**config.mk**
```make
export PLATFORM = sky130hd
export DESIGN_NAME = julia_escape_time_pixel
export DESIGN_NICKNAME = d
export VERILOG_FILES = /design/src/sv/jet_pkg.sv /design/src/sv/jet_mul.sv /design/src/sv/julia_escape_time_pixel.sv
export VERILOG_INCLUDE_DIRS = /design/src /design/src/sv
export SDC_FILE = /design/constraint.sdc
export NUM_CORES = 2
export LEC_CHECK = 0
export CAP_MARGIN = 20
export CORE_ASPECT_RATIO = 0.8
export CORE_MARGIN = 4
export CORE_UTILIZATION = 60
export CTS_CLUSTER_DIAMETER = 30
export DETAILED_ROUTE_END_ITERATION = 7
export DONT_BUFFER_PORTS = 1
export PLACE_DENSITY = 0.79
export SLEW_MARGIN = 20
export SYNTH_ARGS = -nofsm -noshare
export SYNTH_HDL_FRONTEND = slang
export SYNTH_HIERARCHICAL = 1
export SYNTH_SLANG_ARGS = --single-unit
```
**constraint.sdc**
```tcl
create_clock -name clk_i -period 16.7 [get_ports clk_i]
set_input_delay 2.505 -clock clk_i [delete_from_list [all_inputs] [get_ports clk_i]]
set_output_delay 2.505 -clock clk_i [all_outputs]
set_load 0.05 [all_outputs]
```
**src/sv/julia_escape_time_pixel_assert.svh**
```systemverilog
// Assertion helpers for the RTL of this block.
`ifndef JULIA_ESCAPE_TIME_PIXEL_ASSERT_SVH
`define JULIA_ESCAPE_TIME_PIXEL_ASSERT_SVH

// Consequent must hold in the same cycle as the antecedent.
`define JET_ASSERT_SAME(lbl, ante, cons, msg) \
  lbl: assert property (@(posedge clk_i) disable iff (!rst_ni) (ante) |-> (cons)) \
    else $error(msg);

// Consequent must hold in the cycle after the antecedent.
`define JET_ASSERT_NEXT(lbl, ante, cons, msg) \
  lbl: assert property (@(posedge clk_i) disable iff (!rst_ni) (ante) |=> (cons)) \
    else $error(msg);

`endif

```
**src/sv/jet_pkg.sv**
```systemverilog
`default_nettype none
package jet_pkg;

  localparam int FracBits = 28;
  localparam int PixW     = 10;
  localparam int CountW   = 16;
  localparam int OpW      = 33;
  localparam int ProdW    = 64;
  localparam int SqW      = ProdW - 1 - FracBits;

  localparam logic [CountW-1:0] ColorMod = CountW'(255);
  localparam logic [31:0]       Black    = 32'h0000_0000;

  localparam logic [2:0] RegInvZoom  = 3'd0;
  localparam logic [2:0] RegOffRe    = 3'd1;
  localparam logic [2:0] RegOffIm    = 3'd2;
  localparam logic [2:0] RegConstRe  = 3'd3;
  localparam logic [2:0] RegConstIm  = 3'd4;
  localparam logic [2:0] RegIterLim  = 3'd5;
  localparam logic [2:0] RegColorFac = 3'd6;
  localparam logic [2:0] RegEscBound = 3'd7;

  function automatic logic signed [31:0] sat32(input logic signed [ProdW-1:0] v);
    logic signed [31:0] r;
    if (v > 64'sd2147483647) begin
      r = 32'sh7FFF_FFFF;
    end else if (v < -64'sd2147483648) begin
      r = 32'sh8000_0000;
    end else begin
      r = v[31:0];
    end
    return r;
  endfunction

  function automatic logic signed [31:0] sat_add(input logic signed [31:0] a,
                                                 input logic signed [31:0] b);
    logic signed [ProdW-1:0] s;
    s = ProdW'(a) + ProdW'(b);
    return sat32(s);
  endfunction

  function automatic logic [7:0] mod255(input logic [CountW-1:0] v);
    logic [8:0] s;
    s = {1'b0, v[15:8]} + {1'b0, v[7:0]};
    if (s >= ColorMod[8:0]) begin
      s = s - ColorMod[8:0];
    end
    if (s == ColorMod[8:0]) begin
      s = 9'd0;
    end
    return s[7:0];
  endfunction

endpackage
`default_nettype wire

```
**src/sv/jet_mul.sv**
```systemverilog
`default_nettype none
module jet_mul
  import jet_pkg::*;
(
  input  wire logic                    clk_i,
  input  wire logic signed [OpW-1:0]   a_i,
  input  wire logic signed [OpW-1:0]   b_i,
  output logic signed [ProdW-1:0]      prod_o
);

  logic signed [2*OpW-1:0] full;
  logic signed [ProdW-1:0] prod_q;

  assign full = a_i * b_i;

  always_ff @(posedge clk_i) begin
    prod_q <= full[ProdW-1:0];
  end

  assign prod_o = prod_q;

endmodule
`default_nettype wire

```
**src/sv/julia_escape_time_pixel.sv**
```systemverilog
// Julia-set escape-time evaluator for one pixel per transfer. The pixel is mapped to the
// plane as coordinate times inverse_zoom plus offset, then z = z^2 + c is iterated in
// signed Q4.28 with saturation until |z|^2 reaches escape_bound or the counter reaches
// iteration_limit. One registered 33x33 multiplier does all products, three per pass,
// and the input side is ready only while no pixel is in flight. A finished result waits
// in the output register, and the next pixel may be taken while it waits.
`default_nettype none
`include "julia_escape_time_pixel_assert.svh"
module julia_escape_time_pixel
  import jet_pkg::*;
(
  input  wire logic        clk_i,
  input  wire logic        rst_ni,
  input  wire logic        s_axis_tvalid,
  output logic             s_axis_tready,
  // [9:0] pixel_x, [19:10] pixel_y, [23:20] zero
  input  wire logic [23:0] s_axis_tdata,
  output logic             m_axis_tvalid,
  input  wire logic        m_axis_tready,
  // [9:0] out_x, [19:10] out_y, [51:20] pixel_color, [67:52] escape_count, [71:68] zero
  output logic [71:0]      m_axis_tdata,
  input  wire logic        psel,
  input  wire logic        penable,
  input  wire logic        pwrite,
  input  wire logic [4:0]  paddr,
  input  wire logic [31:0] pwdata,
  output logic [31:0]      prdata,
  output logic             pready
);

  localparam logic [3:0] S_IDLE = 4'd0;
  localparam logic [3:0] S_MAPX = 4'd1;
  localparam logic [3:0] S_MAPY = 4'd2;
  localparam logic [3:0] S_SQX  = 4'd3;
  localparam logic [3:0] S_SQY  = 4'd4;
  localparam logic [3:0] S_CHK  = 4'd5;
  localparam logic [3:0] S_XY   = 4'd6;
  localparam logic [3:0] S_NX   = 4'd7;
  localparam logic [3:0] S_NY   = 4'd8;
  localparam logic [3:0] S_COL  = 4'd9;
  localparam logic [3:0] S_OUT  = 4'd10;

  logic [30:0]        inv_zoom_q;
  logic signed [31:0] off_re_q, off_im_q, const_re_q, const_im_q;
  logic [15:0]        iter_lim_q;
  logic [31:0]        color_fac_q, esc_bound_q;

  logic [3:0]         state_q, state_d;
  logic               first_q, first_d;
  logic [PixW-1:0]    px_q, py_q;
  logic signed [31:0] zx_q, zx_d, zy_q, zy_d;
  logic [SqW-1:0]     sqx_q, sqx_d, sqy_q, sqy_d;
  logic [CountW-1:0]  i_q, i_d;

  logic               out_valid_q, out_valid_d;
  logic [PixW-1:0]    out_x_q, out_y_q;
  logic [31:0]        out_color_q;
  logic [CountW-1:0]  out_count_q;
  logic               out_load;

  logic signed [OpW-1:0]   op_a, op_b;
  logic signed [ProdW-1:0] prod;
  logic signed [ProdW-1:0] prod_frac, prod_frac2;
  logic [SqW-1:0]          prod_sq;
  logic [SqW:0]            mag;
  logic                    escaped;
  logic [CountW-1:0]       i_inc;
  logic signed [31:0]      xx, yy;
  logic [7:0]              col_idx;
  logic                    in_xfer, cfg_wr;

  assign pready        = 1'b1;
  assign s_axis_tready = (state_q == S_IDLE);
  assign in_xfer       = s_axis_tvalid && s_axis_tready;
  assign cfg_wr        = psel && penable && pwrite && pready;

  always_ff @(posedge clk_i or negedge rst_ni) begin
    if (!rst_ni) begin
      inv_zoom_q  <= 31'd268435;
      off_re_q    <= -32'sd536870912;
      off_im_q    <= -32'sd536870912;
      const_re_q  <= -32'sd187904819;
      const_im_q  <= 32'sd725849477;
      iter_lim_q  <= 16'd100;
      color_fac_q <= 32'd65793;
      esc_bound_q <= 32'd1073741824;
    end else if (cfg_wr) begin
      unique case (paddr[4:2])
        RegInvZoom:  inv_zoom_q  <= pwdata[30:0];
        RegOffRe:    off_re_q    <= pwdata;
        RegOffIm:    off_im_q    <= pwdata;
        RegConstRe:  const_re_q  <= pwdata;
        RegConstIm:  const_im_q  <= pwdata;
        RegIterLim:  iter_lim_q  <= pwdata[15:0];
        RegColorFac: color_fac_q <= pwdata;
        RegEscBound: esc_bound_q <= pwdata;
        default: ;
      endcase
    end
  end

  always_comb begin
    unique case (paddr[4:2])
      RegInvZoom:  prdata = {1'b0, inv_zoom_q};
      RegOffRe:    prdata = off_re_q;
      RegOffIm:    prdata = off_im_q;
      RegConstRe:  prdata = const_re_q;
      RegConstIm:  prdata = const_im_q;
      RegIterLim:  prdata = {16'd0, iter_lim_q};
      RegColorFac: prdata = color_fac_q;
      RegEscBound: prdata = esc_bound_q;
      default:     prdata = 32'd0;
    endcase
  end

  always_comb begin
    unique case (state_q)
      S_MAPX: begin
        op_a = OpW'({1'b0, px_q});
        op_b = OpW'({1'b0, inv_zoom_q});
      end
      S_MAPY: begin
        op_a = OpW'({1'b0, py_q});
        op_b = OpW'({1'b0, inv_zoom_q});
      end
      S_SQX, S_NX: begin
        op_a = OpW'(zx_d);
        op_b = OpW'(zx_d);
      end
      S_SQY, S_NY: begin
        op_a = OpW'(zy_d);
        op_b = OpW'(zy_d);
      end
      S_XY: begin
        op_a = OpW'(zx_q);
        op_b = OpW'(zy_q);
      end
      S_COL, S_OUT: begin
        op_a = OpW'({1'b0, color_fac_q});
        op_b = OpW'({1'b0, col_idx});
      end
      default: begin
        op_a = '0;
        op_b = '0;
      end
    endcase
  end

  jet_mul u_mul (
    .clk_i  (clk_i),
    .a_i    (op_a),
    .b_i    (op_b),
    .prod_o (prod)
  );

  assign prod_frac  = prod >>> FracBits;
  assign prod_frac2 = prod >>> (FracBits - 1);
  assign prod_sq    = prod_frac[SqW-1:0];
  assign mag        = {1'b0, sqx_q} + {1'b0, prod_sq};
  assign escaped    = !first_q && (mag >= (SqW+1)'(esc_bound_q));
  assign i_inc      = first_q ? i_q : (i_q + CountW'(1));
  assign xx         = sat32(ProdW'(sqx_q));
  assign yy         = sat32(ProdW'(sqy_q));
  assign col_idx    = mod255(i_q);

  always_comb begin
    state_d = state_q;
    first_d = first_q;
    zx_d    = zx_q;
    zy_d    = zy_q;
    sqx_d   = sqx_q;
    sqy_d   = sqy_q;
    i_d     = i_q;
    unique case (state_q)
      S_IDLE: begin
        if (in_xfer) begin
          state_d = S_MAPX;
        end
      end
      S_MAPX: state_d = S_MAPY;
      S_MAPY: begin
        zx_d    = sat_add(sat32(prod), off_re_q);
        state_d = S_SQX;
      end
      S_SQX: begin
        zy_d    = sat_add(sat32(prod), off_im_q);
        state_d = S_SQY;
      end
      S_SQY: begin
        sqx_d   = prod_sq;
        state_d = S_CHK;
      end
      S_CHK: begin
        sqy_d = prod_sq;
        if (escaped) begin
          state_d = S_COL;
        end else begin
          i_d = i_inc;
          if (i_inc < iter_lim_q) begin
            state_d = S_XY;
          end else begin
            state_d = S_COL;
          end
        end
        first_d = 1'b0;
      end
      S_XY: begin
        zx_d    = sat_add(sat32(ProdW'(xx) - ProdW'(yy)), const_re_q);
        state_d = S_NX;
      end
      S_NX: begin
        zy_d    = sat_add(sat32(prod_frac2), const_im_q);
        state_d = S_NY;
      end
      S_NY: begin
        sqx_d   = prod_sq;
        state_d = S_CHK;
      end
      S_COL: state_d = S_OUT;
      S_OUT: begin
        if (!out_valid_q || m_axis_tready) begin
          state_d = S_IDLE;
        end
      end
      default: state_d = S_IDLE;
    endcase
    if (in_xfer) begin
      first_d = 1'b1;
      i_d     = CountW'(1);
    end
  end

  assign out_load = (state_q == S_OUT) && (!out_valid_q || m_axis_tready);

  always_comb begin
    out_valid_d = out_valid_q;
    if (m_axis_tready) begin
      out_valid_d = 1'b0;
    end
    if (out_load) begin
      out_valid_d = 1'b1;
    end
  end

  always_ff @(posedge clk_i or negedge rst_ni) begin
    if (!rst_ni) begin
      state_q     <= S_IDLE;
      out_valid_q <= 1'b0;
    end else begin
      state_q     <= state_d;
      out_valid_q <= out_valid_d;
    end
  end

  always_ff @(posedge clk_i) begin
    first_q <= first_d;
    zx_q    <= zx_d;
    zy_q    <= zy_d;
    sqx_q   <= sqx_d;
    sqy_q   <= sqy_d;
    i_q     <= i_d;
    if (in_xfer) begin
      px_q <= s_axis_tdata[9:0];
      py_q <= s_axis_tdata[19:10];
    end
    if (out_load) begin
      out_x_q     <= px_q;
      out_y_q     <= py_q;
      out_count_q <= i_q;
      out_color_q <= (i_q == iter_lim_q) ? Black : prod[31:0];
    end
  end

  assign m_axis_tvalid = out_valid_q;
  assign m_axis_tdata  = {4'd0, out_count_q, out_color_q, out_y_q, out_x_q};

  `JET_ASSERT_NEXT(a_start_map, in_xfer, state_q == S_MAPX, "input transfer did not start mapping")
  `JET_ASSERT_NEXT(a_pass_order, state_q == S_XY, state_q == S_NX, "iteration pass out of order")
  `JET_ASSERT_NEXT(a_out_hold, (state_q == S_OUT) && out_valid_q && !m_axis_tready, state_q == S_OUT, "result dropped while output stalled")
  `JET_ASSERT_SAME(a_busy_not_ready, state_q != S_IDLE, !s_axis_tready, "input ready while a pixel is in flight")

endmodule
`default_nettype wire

```
==> results.tsv <==
stage	metric	value	unit
run_status	status	completed	
timing	Hold Violations, Final	0	
timing	Max Transition Viols Final	0	
routing	drt first-iter violations	6660	
floorplan	die height	323	um
clock_tree	Clk pin slew, worst setup/hold paths	0.06	ns
placed_design	placer's final routability congestion estimate	1.05	
clock_tree	CTS Sinks	547	
floorplan	Core ar.	123000	um2
routing	final wirelength	259000	um
setup_path	R2R Path Start	sqx_q[33]	
routing	DR DRC count	0	
final_layout	Post-Layout Cell Count	9754	
synth	FF+latch count, synth	547	
clock_tree	Worst-Skew Late Latency	0.71	ns
clock_tree	TritonCTS clock tree	done	
setup_path	CP Launch Type	flop	
synth	Post-Syn Area	74200	um2
clock_tree	CTS root buffer	clkbuf_16	
final_layout	Area Overhead vs Synth	9.69	%
setup_path	crit path from	sqx_q[33]	
grt	GRT Resource Usage Total	40.0	%
floorplan	die area	129000	um2
clock_tree	setup bufs post-CTS	0	
placed_design	Placement Cell Area	77800	um2
synth	Synth Flop Type	dfrtp_1	
placed_design	pre-CTS WS	1.05	ns
final_layout	most frequent cells in the layout	1258 x inv_1, 1132 x fa_1, 949 x nand2_1, 603 x and2_1, 465 x ha_1	
setup_path	reg2reg setup slack	0.54	ns
floorplan	Starting Density	60.4	%
floorplan	io pins	175	
clock_tree	number of buffers created by CTS	97	
setup_path	Crit path depth	59	
clock_tree	CTS max path bufs	3	
final_layout	share of cells above drive strength 1	10.7	%
setup_path	maximum fanout along the worst path	33	
timing	fmax	61.9	MHz
grt	vias in the first global route	61500	
floorplan	Die Wd	401	um
min_path	Hold Path Class	flop to flop	
routing	1st-pass router iterations	7	
setup_path	WS Path Type	flop to flop	
final_layout	NumNets Final	9691	
timing	worst-margin pin slew	1.18	ns
synth	post-synthesis instance total	8007	
final_layout	design area	81400	um2
placed_design	PortBufs	0	
synth	Synth area leaders	fa_1 31%, ha_1 7.8%, dfrtp_1 6.5%	
setup_path	Crit path largest cell delay	0.57	ns
synth	Yosys top cell area share	30.5	%
placed_design	HPWL Detailed	208000	um
setup_path	r2r worst-path depth	59	
final_layout	commonest non-fill, non-tap cell in the layout	inv_1	
floorplan	row count	115	
setup_path	CP bufs+invs	13	
clock_tree	CTS resizes	0	
clock_tree	hold buffer count at cts	0	
grt	largest net degree at the start of global routing	245	
routing	Avg WL per Cell	26.6	um
routing	vias	60900	
synth	Async S/R FF share, synth	44.6	%
timing	Setup Total Neg Slack	0	ns
clock_tree	H-tree depth	3	
grt	total gr overflow	0	
setup_path	cell at the slowest stage of the critical path	a2111oi_0	
synth	area leader, netlist	fa_1	
setup_path	Top Family by Delay on Critical Path	compound AO/OA/AOI/OAI gates	
synth	Seq/Total Area, Yosys	18.6	%
timing	setup violators final	0	
setup_path	Crit. End Element	flop	
setup_path	CP Data Required Time	17.30	ns
min_path	hold path cells	2	
setup_path	crit path capture	u_mul/prod_o[63]	
setup_path	CP most frequent cell	fa_1	
routing	Detail Route Antenna Nets	0	
timing	RSZ-0062 raised after global routing	no	
synth	Yosys cell types	97	
timing	Tcrit/Tclk final	96.8	%
synth	syn_area_per_cell	9.27	um2
synth	Post-synth EDFFs	158	
grt	first-pass GRT wire length	386000	um
synth	Synth warnings	6	
placed_design	dpl cells	9565	
timing	Worst slew margin	21.6	%
min_path	hold wc startpoint	zx_q[11]	
timing	Final min period	16.16	ns
setup_path	worst endpoint data arrival time	16.75	ns
flow_run	max_cap viols	0	
setup_path	FF-to-FF End	u_mul/prod_o[63]	
timing	Worst Slack Setup Final	0.541	ns
grt	initial antenna violation count	14	
routing	Via density	6.24	
timing	Layout Skew	0.0325	ns
==> registers in the layout, indices dropped and copies added, names as in the netlist, 31 cells and up <==
name / count
u_mul/prod_o: 64
sqx_q: 35
sqy_q: 35
color_fac_q: 32
const_im_q: 32
const_re_q: 32
esc_bound_q: 32
off_im_q: 32
off_re_q: 32
out_color_q: 32
zx_q: 32
zy_q: 32
inv_zoom_q: 31
==> kinds of logic (layout without fill, tap and decap cells) <==
group | count (synthesis) | after routing | share of synthesized area (%)
flip-flops | 547 | 547 | 18.6
AO/OA/AOI/OAI | 1310 | 1310 | 11.4
adder cells (fa/ha/maj) | 1619 | 1619 | 38.7
AND/OR/NAND/NOR | 2320 | 2320 | 15.3
other | 2 | 12 | 0.0101
multiplexers | 260 | 260 | 4.18
XOR/XNOR | 285 | 285 | 3.36
buffers and inverters | 1664 | 1763 | 8.49
==> metal layers <==
metal,global-route usage [%],routed length [um]
met1,54.5,103000
met2,58.9,110000
met3,12.4,31800
met4,18.6,14700
met5,0,84
==> metrics by stage <==
step | utilization, % | hold slack (ns)
final | 66.3 | 0.476
after global routing | 66.3 | 0.519
after CTS | 66.3 | 0.474
after detailed placement | 63.3 | 0.467
after global placement | 63.3 | 0.457
after floorplan | - | 0.422
==> cells in the mapped netlist, types with 69 or more instances <==
master,number
xnor2_1,180
o21ai_0,300
nand2b_1,74
dfxtp_1,145
fa_1,1132
a21oi_1,368
xor2_1,105
and2_1,604
nand2_1,949
clkbuf_1,366
nor2_1,281
inv_1,1258
edfxtp_1,158
nand4_1,70
dfrtp_1,192
o21a_1,69
mux2_2,210
a21o_1,106
nand3_1,96
ha_1,465
==> worst register-to-register path: cells and delay by family, from the launching register on <==
family                   cells  cell delay [ns]
buffers and inverters       13             1.90
flip-flops                   1             0.42
AO/OA/AOI/OAI               22             6.19
AND/OR/NAND/NOR             11             1.71
adder cells (fa/ha/maj)     12             5.59
multiplexers                 1             0.20
==> area by class of cell <==
type | instances | area (um2)
Multi-Input combinational cell | 5801 | 54300
Fill cell | 9720 | 41400
Sequential cell | 547 | 13800
Inverter | 1259 | 4730
Timing Repair Buffer | 320 | 2900
Clock buffer | 110 | 2620
Tap cell | 1638 | 2050
Clock inverter | 74 | 983
Antenna cell | 5 | 12.5
==> worst min-delay path by stage <==
stage	end	slack, ns
global route	zx_q[11]	0.52
CTS	zx_q[11]	0.47
finish	zx_q[11]	0.48
floorplan	out_y_q[0]	0.42
detailed placement	zx_q[11]	0.47
global placement	zx_q[11]	0.46
Power is left out: the tool's default activity adds up to more than one toggle a clock period on the data nets, which glitch-free logic cannot reach.
